===== src/rtl/pbnc_pkg.sv =====
// Shared types and constants of the palette builder and nearest-color mapper.
// No dependencies; every other file imports this package.
`default_nettype none

package pbnc_pkg;

  localparam int unsigned COLOR_W  = 24;
  localparam int unsigned LIMIT_W  = 18;
  localparam int unsigned DIST_W   = 18;
  localparam int unsigned CFG_IDX_W = 2;

  // Request codes
  localparam logic [1:0] REQ_CLEAR = 2'd0;
  localparam logic [1:0] REQ_LEARN = 2'd1;
  localparam logic [1:0] REQ_MAP   = 2'd2;

  // Configuration register indexes
  localparam logic [CFG_IDX_W-1:0] CFG_BG_COLOR   = 2'd0;
  localparam logic [CFG_IDX_W-1:0] CFG_NEAR_LIMIT = 2'd1;
  localparam logic [CFG_IDX_W-1:0] CFG_DARK_FLOOR = 2'd2;

  // Configuration reset values
  localparam logic [COLOR_W-1:0] BG_COLOR_RST   = 24'h000000;
  localparam logic [LIMIT_W-1:0] NEAR_LIMIT_RST = 18'd1600;
  localparam logic [COLOR_W-1:0] DARK_FLOOR_RST = 24'h080808;

  typedef struct packed {
    logic [1:0]         req_type;
    logic [COLOR_W-1:0] pixel_color;
  } req_t;

  typedef struct packed {
    logic [3:0] color_index;
    logic       added;
    logic [3:0] entries_used;
  } rsp_t;

  // Operand pair fed to the shared distance unit
  typedef struct packed {
    logic [COLOR_W-1:0] pix;
    logic [COLOR_W-1:0] cand;
  } dist_op_t;

endpackage

`default_nettype wire


===== src/rtl/pbnc_dist.sv =====
// Shared squared-RGB-distance unit with a registered result.
// Depends on pbnc_pkg for the operand struct and widths.
`default_nettype none

module pbnc_dist (
  input  logic                      clk_i,
  input  pbnc_pkg::dist_op_t        op_i,
  output logic [pbnc_pkg::DIST_W-1:0] dist_o
);
  import pbnc_pkg::*;

  logic [7:0]        diff [3];
  logic [15:0]       sq   [3];
  logic [DIST_W-1:0] sum;
  logic [DIST_W-1:0] dist_q;

  always_comb begin
    for (int c = 0; c < 3; c++) begin
      if (op_i.pix[c*8 +: 8] > op_i.cand[c*8 +: 8]) begin
        diff[c] = op_i.pix[c*8 +: 8] - op_i.cand[c*8 +: 8];
      end else begin
        diff[c] = op_i.cand[c*8 +: 8] - op_i.pix[c*8 +: 8];
      end
      sq[c] = diff[c] * diff[c];
    end
    sum = DIST_W'(sq[0]) + DIST_W'(sq[1]) + DIST_W'(sq[2]);
  end

  always_ff @(posedge clk_i) begin
    dist_q <= sum;
  end

  assign dist_o = dist_q;

endmodule

`default_nettype wire


===== src/rtl/palette_build_and_nearest_color.sv =====
// Top level of the palette builder and nearest-color mapper.
// Depends on pbnc_pkg and instantiates the shared distance unit pbnc_dist.
`default_nettype none

// Builds a palette of up to PALETTE_SLOTS RGB colors and maps pixels to palette
// indices, one request at a time. A clear request empties the palette, a learn
// request appends the pixel unless it is rejected, near black or near an
// existing entry, and a map request returns the one-based index of the nearest
// filled entry (lower index on ties, zero for a rejected pixel or an empty
// palette). A pixel is rejected when it lies near the background color or its
// 24-bit value is below the dark floor. All distances come from one
// squared-distance unit that takes one comparison per cycle; its operand and
// result registers form a two-deep pipe. A map scans the background color and
// each filled entry, a learn also black, ending early on a rejected pixel or a
// learn near an earlier color; clear, full-palette learn and unused requests
// skip the scan. in_stall_o is high while a request is in work; the result
// sits in an output register, so a new request is taken while an earlier
// result still waits. Configuration is written through cfg_we_i/cfg_idx_i/
// cfg_data_i while the block is idle: a rule for the user, not enforced here.
module palette_build_and_nearest_color #(
  parameter int unsigned PALETTE_SLOTS = 15
) (
  input  logic                              clk_i,
  input  logic                              rst_ni,
  input  logic                              cfg_we_i,
  input  logic [pbnc_pkg::CFG_IDX_W-1:0]    cfg_idx_i,
  input  logic [pbnc_pkg::COLOR_W-1:0]      cfg_data_i,
  input  logic                              in_valid_i,
  output logic                              in_stall_o,
  input  pbnc_pkg::req_t                    in_req_i,
  output logic                              out_valid_o,
  input  logic                              out_stall_i,
  output pbnc_pkg::rsp_t                    out_rsp_o
);
  import pbnc_pkg::*;

  localparam int unsigned CW = $clog2(PALETTE_SLOTS + 1);
  localparam int unsigned IW = (PALETTE_SLOTS > 1) ? $clog2(PALETTE_SLOTS) : 1;
  localparam logic [CW-1:0] SLOTS_C = CW'(PALETTE_SLOTS);
  localparam logic [CW-1:0] ONE_C   = CW'(1);

  typedef enum logic [1:0] {S_IDLE, S_RUN, S_DONE} state_e;
  // What the sequencer feeds the distance unit next
  typedef enum logic [1:0] {ISS_BG, ISS_BLACK, ISS_ENT, ISS_NONE} iss_e;
  typedef enum logic [1:0] {K_BG, K_BLACK, K_ENT} kind_e;

  // Tag that travels alongside each comparison through the two-deep pipe
  typedef struct packed {
    logic          vld;
    kind_e         kind;
    logic          last;
    logic [IW-1:0] idx;
  } tag_t;

  // Control state
  state_e            state_q;
  iss_e              iss_q;
  logic [IW-1:0]     ent_q;
  tag_t              t1_q, t2_q;
  logic [CW-1:0]     cnt_q;
  logic [COLOR_W-1:0] bg_q, floor_q;
  logic [LIMIT_W-1:0] lim_q;
  logic [CW-1:0]     res_idx_q;
  logic              res_added_q;
  logic              out_valid_q;
  rsp_t              out_q;

  // Payload
  logic [COLOR_W-1:0] mem [PALETTE_SLOTS];
  logic [COLOR_W-1:0] pix_q;
  logic               is_map_q;
  logic [COLOR_W-1:0] op_q;
  logic [DIST_W-1:0]  best_q;
  logic [CW-1:0]      best_idx_q;

  logic              accept, out_free;
  logic              iss_vld, iss_last;
  tag_t              iss_tag;
  kind_e             iss_kind;
  dist_op_t          dop;
  logic [DIST_W-1:0] dist_sq;
  logic              ev, near, dark, better;
  logic [CW-1:0]     new_idx;
  logic              fin, fin_add, upd_best;
  logic [CW-1:0]     fin_idx;
  logic [CW+3:0]     res_idx_w, cnt_w;

  assign in_stall_o  = (state_q != S_IDLE);
  assign accept      = in_valid_i && !in_stall_o;
  assign out_free    = !out_valid_q || !out_stall_i;
  assign out_valid_o = out_valid_q;
  assign out_rsp_o   = out_q;

  // Issue side: decide which comparison enters the pipe this cycle
  always_comb begin
    iss_vld  = (state_q == S_RUN) && (iss_q != ISS_NONE);
    iss_last = 1'b0;
    iss_kind = K_ENT;
    unique case (iss_q)
      ISS_BG: begin
        iss_kind = K_BG;
        iss_last = is_map_q && (cnt_q == '0);
      end
      ISS_BLACK: begin
        iss_kind = K_BLACK;
        iss_last = (cnt_q == '0);
      end
      ISS_ENT: begin
        iss_kind = K_ENT;
        iss_last = ((CW'(ent_q) + ONE_C) == cnt_q);
      end
      default: begin
        iss_kind = K_ENT;
        iss_last = 1'b0;
      end
    endcase
    iss_tag.vld  = iss_vld;
    iss_tag.kind = iss_kind;
    iss_tag.last = iss_last;
    iss_tag.idx  = ent_q;
  end

  assign dop.pix  = pix_q;
  assign dop.cand = op_q;

  pbnc_dist u_dist (
    .clk_i  (clk_i),
    .op_i   (dop),
    .dist_o (dist_sq)
  );

  // Evaluate side: judge the comparison that leaves the pipe
  assign ev      = (state_q == S_RUN) && t2_q.vld;
  assign near    = (dist_sq < DIST_W'(lim_q));
  assign dark    = (pix_q < floor_q);
  assign better  = (t2_q.idx == '0) || (dist_sq < best_q);
  assign new_idx = CW'(t2_q.idx) + ONE_C;

  always_comb begin
    fin      = 1'b0;
    fin_add  = 1'b0;
    fin_idx  = '0;
    upd_best = 1'b0;
    if (ev) begin
      unique case (t2_q.kind)
        K_BG: begin
          // Rejected pixel, or a map against an empty palette
          if (near || dark || t2_q.last) begin
            fin = 1'b1;
          end
        end
        K_BLACK: begin
          if (near) begin
            fin = 1'b1;
          end else if (t2_q.last) begin
            fin     = 1'b1;
            fin_add = 1'b1;
          end
        end
        K_ENT: begin
          if (is_map_q) begin
            upd_best = better;
            if (t2_q.last) begin
              fin     = 1'b1;
              fin_idx = better ? new_idx : best_idx_q;
            end
          end else if (near) begin
            fin = 1'b1;
          end else if (t2_q.last) begin
            fin     = 1'b1;
            fin_add = 1'b1;
          end
        end
        default: begin
          fin = 1'b0;
        end
      endcase
    end
  end

  // Mask index and count to the 4-bit result fields
  assign res_idx_w = {4'b0000, res_idx_q};
  assign cnt_w     = {4'b0000, cnt_q};

  // Sequencer, configuration and output register
  always_ff @(posedge clk_i or negedge rst_ni) begin
    if (!rst_ni) begin
      state_q     <= S_IDLE;
      iss_q       <= ISS_NONE;
      ent_q       <= '0;
      t1_q        <= '0;
      t2_q        <= '0;
      cnt_q       <= '0;
      bg_q        <= BG_COLOR_RST;
      lim_q       <= NEAR_LIMIT_RST;
      floor_q     <= DARK_FLOOR_RST;
      res_idx_q   <= '0;
      res_added_q <= 1'b0;
      out_valid_q <= 1'b0;
      out_q       <= '0;
    end else begin
      if (cfg_we_i) begin
        unique case (cfg_idx_i)
          CFG_BG_COLOR:   bg_q    <= cfg_data_i;
          CFG_NEAR_LIMIT: lim_q   <= cfg_data_i[LIMIT_W-1:0];
          CFG_DARK_FLOOR: floor_q <= cfg_data_i;
          default: ;
        endcase
      end

      // Drop the result once the far side takes it
      if (out_valid_q && !out_stall_i) begin
        out_valid_q <= 1'b0;
      end

      // Advance the tag pipe; flush it outside a scan
      t1_q <= iss_tag;
      t2_q <= (state_q == S_RUN) ? t1_q : '0;

      unique case (state_q)
        S_IDLE: begin
          if (accept) begin
            res_idx_q   <= '0;
            res_added_q <= 1'b0;
            ent_q       <= '0;
            case (in_req_i.req_type)
              REQ_CLEAR: begin
                cnt_q   <= '0;
                state_q <= S_DONE;
              end
              REQ_LEARN: begin
                if (cnt_q >= SLOTS_C) begin
                  state_q <= S_DONE;
                end else begin
                  iss_q   <= ISS_BG;
                  state_q <= S_RUN;
                end
              end
              REQ_MAP: begin
                iss_q   <= ISS_BG;
                state_q <= S_RUN;
              end
              default: begin
                state_q <= S_DONE;
              end
            endcase
          end
        end
        S_RUN: begin
          if (fin) begin
            res_idx_q   <= fin_idx;
            res_added_q <= fin_add;
            if (fin_add) begin
              cnt_q <= cnt_q + ONE_C;
            end
            iss_q   <= ISS_NONE;
            t1_q    <= '0;
            t2_q    <= '0;
            state_q <= S_DONE;
          end else if (iss_vld) begin
            if (iss_last) begin
              iss_q <= ISS_NONE;
            end else begin
              unique case (iss_q)
                ISS_BG:    iss_q <= is_map_q ? ISS_ENT : ISS_BLACK;
                ISS_BLACK: iss_q <= ISS_ENT;
                default: begin
                  iss_q <= ISS_ENT;
                  ent_q <= ent_q + IW'(1);
                end
              endcase
            end
          end
        end
        S_DONE: begin
          // Hold the result until the output register is free
          if (out_free) begin
            out_valid_q        <= 1'b1;
            out_q.color_index  <= res_idx_w[3:0];
            out_q.added        <= res_added_q;
            out_q.entries_used <= cnt_w[3:0];
            state_q            <= S_IDLE;
          end
        end
        default: begin
          state_q <= S_IDLE;
        end
      endcase
    end
  end

  // Request payload, palette memory, operand register and running best
  always_ff @(posedge clk_i) begin
    if (accept) begin
      pix_q    <= in_req_i.pixel_color;
      is_map_q <= (in_req_i.req_type == REQ_MAP);
    end
    if (fin_add) begin
      mem[cnt_q[IW-1:0]] <= pix_q;
    end
    case (iss_q)
      ISS_BG:    op_q <= bg_q;
      ISS_BLACK: op_q <= '0;
      default:   op_q <= mem[ent_q];
    endcase
    if (upd_best) begin
      best_q     <= dist_sq;
      best_idx_q <= new_idx;
    end
  end

  // The fill count never passes the palette size
  assert property (@(posedge clk_i) disable iff (!rst_ni) cnt_q <= SLOTS_C)
    else $error("palette fill count above slot count");

  // The fill count only grows by one or drops to zero
  assert property (@(posedge clk_i) disable iff (!rst_ni)
    (cnt_q != $past(cnt_q)) |-> ((cnt_q == '0) || (cnt_q == $past(cnt_q) + ONE_C)))
    else $error("palette fill count jumped");

  // No comparison is left in the pipe outside a scan
  assert property (@(posedge clk_i) disable iff (!rst_ni)
    (state_q != S_RUN) |-> !t2_q.vld)
    else $error("stale comparison in distance pipe");

endmodule

`default_nettype wire

===== config.mk =====
export PLATFORM = sky130hd
export DESIGN_NAME = palette_build_and_nearest_color
export DESIGN_NICKNAME = d
export VERILOG_FILES = /design/src/rtl/pbnc_pkg.sv /design/src/rtl/pbnc_dist.sv /design/src/rtl/palette_build_and_nearest_color.sv
export SDC_FILE = /design/constraint.sdc
export NUM_CORES = 1
export LEC_CHECK = 0
export ABC_AREA = 1
export BUFFER_PORTS_ARGS = -buffer_cell sky130_fd_sc_hd__buf_2
export CAP_MARGIN = 10
export CORE_MARGIN = 2
export CORE_UTILIZATION = 52
export CTS_CLUSTER_SIZE = 28
export DETAILED_ROUTE_END_ITERATION = 10
export PLACE_DENSITY_LB_ADDON = 0.2
export RECOVER_POWER = 100
export SLEW_MARGIN = 20
export SYNTH_ARGS = -nofsm -noshare
export SYNTH_HDL_FRONTEND = slang
export SYNTH_HIERARCHICAL = 1
export SYNTH_SLANG_ARGS = --single-unit

===== constraint.sdc =====
create_clock -name clk_i -period 14.49 [get_ports clk_i]
set_input_delay 0.7245 -clock clk_i [delete_from_list [all_inputs] [get_ports clk_i]]
set_output_delay 0.7245 -clock clk_i [all_outputs]
set_load 0.1 [all_outputs]

* Word-level counts from Yosys, hierarchy flattened
Memory sizes are Yosys's and may differ from the RTL's.
Index checks and enable logic that the tools add are counted.
** Storage, ports and cells
- Register bits :: 198
- Bits in latches :: 0
- Bits in writable memories :: 360
- ROM bits :: 0
- Input port bits :: 57
- Output and inout bits :: 11
- Logic and storage cells :: 169
- Memories :: 1
** Memory list
- mem :: depth 15, width 24, rd ports 1, clocked after Yosys merged registers in 0, write ports 1, RTL line palette_build_and_nearest_color.sv:69 : logic [COLOR_W-1:0] mem [PALETTE_SLOTS];
** Cells by class
- $add $sub $neg :: 11
- Multipliers :: 3
- Divide/modulo/power cells :: 0
- Magnitude comparators :: 7
- Equal/unequal tests :: 24
- Shift operators :: 0
- Mux-type cells :: 65
- Bitwise logic cells :: 0
- Reduce and logical (&&, ||, !) cells :: 31
** Operator list (count)
- $mux 8 :: 8
- $mux 4 :: 15
- $mul 8x8->16 :: 3
- $pmux 24 s2 :: 1
- $sub 8x8->8 :: 6
- $lt 18x18->1 :: 2
- $gt 8x8->1 :: 3
- $lt 24x24->1 :: 1
- $pmux 4 s2 :: 3
- $mux 2 :: 11
- $add 18x16->18 :: 1
- $mux 1 :: 18
- $ne 2x2->1 const B :: 9
- $add 16x16->17 :: 1
- $pmux 2 s2 :: 4
- $add 4x1->4 const B :: 3
- $eq 2x1->1 const B :: 5
- $eq 2x2->1 const B :: 5
- $logic_not 2->1 :: 5
- $reduce_and 5->1 :: 2
- $logic_not 4->1 :: 2
- $reduce_and 2->1 :: 4
- $ne 3x3->1 const B :: 2
- $pmux 1 s3 :: 2
- 13 further kinds :: 25

* Logic depth before layout (Yosys ltp)
- Depth in word-level cells :: 9
- Gate-level depth with buffers :: 45
- Mapped depth without buffers :: 45

* Hierarchy
Netlist, hierarchy kept.
** Modules (own cells, without submodules)
- palette_build_and_nearest_color :: instances 1, cells each 1920, area an instance 22396.5 sq um, seq. area each 15439.8 sq um
- pbnc_dist :: instances 1, cells each 1203, area an instance 8795.9 sq um, seq. area each 360.3 sq um

* Worst setup path before layout
OpenSTA, ideal clock, no wires.
- Path kind :: register to register
- Start point :: register pix_q[0]
- End point :: register u_dist.dist_q[14] (netlist: u_dist/dist_o[14])
- Setup time :: 0.120 ns
- Data arrival time :: 8.819 ns
- Data required time :: 14.370 ns
- Path slack :: 5.551 ns
- Cell stages (with the launch flop) :: 41
- Path buffers :: 0
- Clock period less this slack :: 8.939 ns
- Cell sequence :: edfxtp_1 inv_1 ha_1 inv_1 fa_1 inv_1 nor2_1 o21ai_1 nand2_2 nand2_4 inv_4 nand2_1 nand2_2 nor2_2 inv_1 fa_1 fa_1 fa_1 [5 not listed] inv_1 ha_1 a21oi_1 nand2_1 xnor2_1 fa_1 fa_1 inv_1 fa_1 inv_1 fa_1 inv_1 ha_1 a21oi_1 o21ai_0 nand2_1 nand3_1 xor2_1
** Between the ends
- Cells in the longest elaborated chain, start to end :: 5
- Elaborated cells on any way between the ends :: 7
- Classes of those cells :: add/sub (4); mul (1); order compare (1); mux (1)
** Ends and longest elaborated chain
- start: declaration :: RTL line palette_build_and_nearest_color.sv:70 : logic [COLOR_W-1:0] pix_q;
- start signal: assignment :: RTL line palette_build_and_nearest_color.sv:295 : pix_q <= in_req_i.pixel_color;
- $sub 8x8->8, or another cell as far along :: RTL line pbnc_dist.sv:22 : diff[c] = op_i.cand[c*8 +: 8] - op_i.pix[c*8 +: 8];
- $mux 8 * :: RTL line pbnc_dist.sv:19 : if (op_i.pix[c*8 +: 8] > op_i.cand[c*8 +: 8]) begin
- $mul 8x8->16 * :: RTL line pbnc_dist.sv:24 : sq[c] = diff[c] * diff[c];
- $add 16x16->17 * :: RTL line pbnc_dist.sv:26 : sum = DIST_W'(sq[0]) + DIST_W'(sq[1]) + DIST_W'(sq[2]);
- $add 18x16->18 * :: RTL line pbnc_dist.sv:26
- via u_dist.sum[14] :: RTL line pbnc_dist.sv:14 : logic [DIST_W-1:0] sum;
- end signal: assignment :: RTL line pbnc_dist.sv:30 : dist_q <= sum;
- end: declaration :: RTL line pbnc_dist.sv:15 : logic [DIST_W-1:0] dist_q;
The timed path passes the listed nets; every way through them passes the cells marked *.
A chain may end at the register's enable or synchronous reset.

* Final worst setup path
- Start point :: register pix_q[7]
- End point :: register u_dist.dist_q[13] (netlist: u_dist/dist_o[13])
The elaborated chain is that of the path after synthesis.

==> run_results.csv <==
group,metric,value,unit
outcome,status,"complete, but fails checks",
outcome,violations,"capacitance limit, slew limit",
global_routing,grt_pass1_wl,124000,um
synthesis,synthFlopType,"edfxtp_1",
setup_path,cpMostUsedCell,"fa_1",
synthesis,yosys_warnings,6,
sta,setup_viol,0,
global_routing,grt_overflow_total,0,
floorplanning,initial_core_util,52.8,%
drt,wl_met1,35300,um
setup_path,end_kind,"register",
drt,ant_nets,0,
clock_network,cts_tree,"yes",
placed_design,hpwl,53400,um
placed_design,gp_congestion,0.892,
global_routing,grt_max_degree,120,
global_routing,antenna_found_initial,4,
setup_path,cpLargestDelayFamily,"adder cells",
sta,final.setup.tns,0,ns
drt,via_per_inst,5.45,
final_layout,final_nets,3571,
floorplanning,die_w,249,um
final_layout,final_cell_area,34100,um^2
sta,slew_violations,763,
floorplanning,fp.dieH,249,um
clock_network,cts_buffers,58,
setup_path,cp-start-kind,"register",
synthesis,yosysTopAreaCell,"edfxtp_1",
synthesis,synth_nets,3512,
sta,worstMarginPinSlew,5.23,ns
setup_path,critPathLaunch,"pix_q[7]",
setup_path,worstPathArrival,10.94,ns
setup_path,slowest_delay,0.63,ns
synthesis,synth.distinct_cells,60,
synthesis,synth_top_area_share,39.2,%
sta,finalCritPeriodShare,71.8,%
placed_design,post_dp_cell_area,32400,um^2
floorplanning,ioPinCount,68,
clock_network,path_clk_slew,0.06,ns
clock_network,post_cts_buffers,0,
clock_network,post_cts_resize_count,0,
synthesis,ys_top_cells_by_area,"edfxtp_1 (39%), ha_1 (8.4%), dfrtp_1 (8.1%)",
final_layout,drive_gt1_share,7.80,%
sta,fin_skew,0.0249,ns
global_routing,grt_usage,25.8,%
global_routing,grt_pass1_vias,21900,
drt,wire_per_inst,19.8,um
final_layout,diodes,0,
synthesis,synth.most_common_cell,"nand2_1",
synthesis,ys_ff_latch,558,
clock_network,hold_buffers,0,
synthesis,synthArstFlopShare,19.5,%
drt,met3_wirelength,4550,um
drt,vias,21800,
setup_path,worst_path_max_delay_cell,"clkbuf_1",
worst_hold_path,min_from,"in_req_i[20]",
drt,wl,79100,um
setup_path,regToRegStartpoint,"pix_q[7]",
drt,top_layer,"met5",
clock_network,clk_latency,0.63,ns
job,max_cap_violations,22,
floorplanning,dieArea,62000,um^2
setup_path,setup.worst_path.class,"reg2reg",
sta,finalHoldViolCount,0,
drt,drt_iter0_drc,1683,
clock_network,ctsRootBufferMaster,"clkbuf_16",
drt,met2_length,37100,um
final_layout,area_growth,9.34,%
clock_network,cts-htree-levels,2,
clock_network,cts_sinks,558,
setup_path,cp.required,15.03,ns
sta,finalCriticalPeriod,10.40,ns
drt,route.detailed.drc,0,
synthesis,yosys-top-cells-count,"nand2_1 (541), inv_1 (473), edfxtp_1 (407)",
floorplanning,coreArea,59100,um^2
clock_network,clock_path_buffers,3,
drt,first_pass_iters,7,
synthesis,synth-seq-area-share,50.7,%
placed_design,port_buffers,67,
sta,slew_headroom,-249,%
synthesis,synth_edf_count,407,
setup_path,crit_fanout,17,
floorplanning,num_rows,89,
sta,grt_setup_unrepaired,"false",
setup_path,crit_buf_inv,8,
synthesis,syn_area_per_cell,9.99,um^2
synthesis,syn-cell-area,31200,um^2
sta,max_clock_freq,96.1,MHz
worst_hold_path,min_path_type,"in2reg",
synthesis,netlist_instances,3123,
[routing by layer]
layer	vias up	global-route usage, %
met5	-	0
met1	10700	36.0
met3	125	3.23
met4	2	7.81
li1	10400	-
met2	624	42.4
[sequential cells by signal (all words and copies together) (netlist names), 2 cells and up]
name	count
best_idx_q	4
best_q	18
bg_q	24
cnt_q	4
ent_q	4
floor_q	24
iss_q	2
lim_q	18
mem	360
op_q	24
out_rsp_o	9
pix_q	24
res_idx_q	4
state_q	2
t1_q	8
t2_q	8
u_dist/dist_o	18
[cell type report]
class	instances	area, um^2
clock buffer	79	1620
clock inverter	29	380
fill	5053	25000
inverter	492	1850
multi-input combinational	1969	13000
sequential	558	15800
tap	773	967
timing repair buffer	103	472
[kinds of logic (layout without fill, tap and decap cells)]
kind of cell,count (synthesis),count (layout),share of synthesized area [%]
AND/OR/NAND/NOR,1075,1075,14.6
buffers and inverters,596,703,7.48
adder cells (fa/ha/maj),332,332,16.3
flip-flops,558,558,50.7
XOR/XNOR,53,53,1.49
AO/OA/AOI/OAI,506,506,9.41
multiplexers,3,3,0.108
[final timing paths]
path	slack [ns]	to	cells after the start
setup / recovery	4.09	u_dist/dist_o[13]	36
hold reg to reg	0.42	t2_q[7]	2
min in group asynchronous	0.79	out_rsp_o[0]	1
max in group asynchronous	8.93	ent_q[1]	2
hold / removal	0.26	pix_q[20]	1
setup reg to reg	4.09	u_dist/dist_o[13]	36
[layout by cell type, fill, tap and decap left out, types with 4 or more instances in the layout]
master	synthesis	layout
nand3_1	108	111
xor2_1	29	29
o21ai_0	253	255
a31oi_1	4	4
xnor2_1	24	24
nor2_2	18	28
edfxtp_1	407	407
nor2_1	321	311
a21oi_1	87	88
nand2_4	11	8
clkbuf_8	1	5
a32o_1	12	12
clkinv_1	1	4
fa_1	122	122
o21bai_1	8	8
nand4_1	21	22
ha_1	210	210
nand2_2	29	26
o21a_1	10	10
nand2_1	541	547
inv_2	16	14
o22ai_1	58	58
clkbuf_1	57	67
dfstp_2	8	7
clkinv_2	1	10
dfxtp_1	42	42
o211ai_1	26	26
nor2_4	5	5
buf_4	4	9
inv_1	473	475
a32oi_1	10	10
buf_2	34	41
dfrtp_1	101	100
a21o_1	6	6
o21ai_1	14	13
bufinv_16	0	7
nor3_1	5	5
clkbuf_16	0	60
[per-stage QoR]
stage | std cells | hold slack, ns | utilization [%] | setup WS [ns]
6_report | 4003 | 0.262 | 57.7 | 4.09
5_1_grt | 4003 | 0.248 | 57.7 | 3.29
4_1_cts | 4003 | 0.0632 | 58.1 | 4.70
3_5_place_dp | 3895 | 0.423 | 54.7 | 4.74
3_3_place_gp | 3895 | 0.418 | 54.7 | 4.98
2_1_floorplan | 3123 | 0.413 | - | 5.55
Power is left out: the tool's default activity adds up to more than one toggle a clock period on the data nets, which glitch-free logic cannot reach.
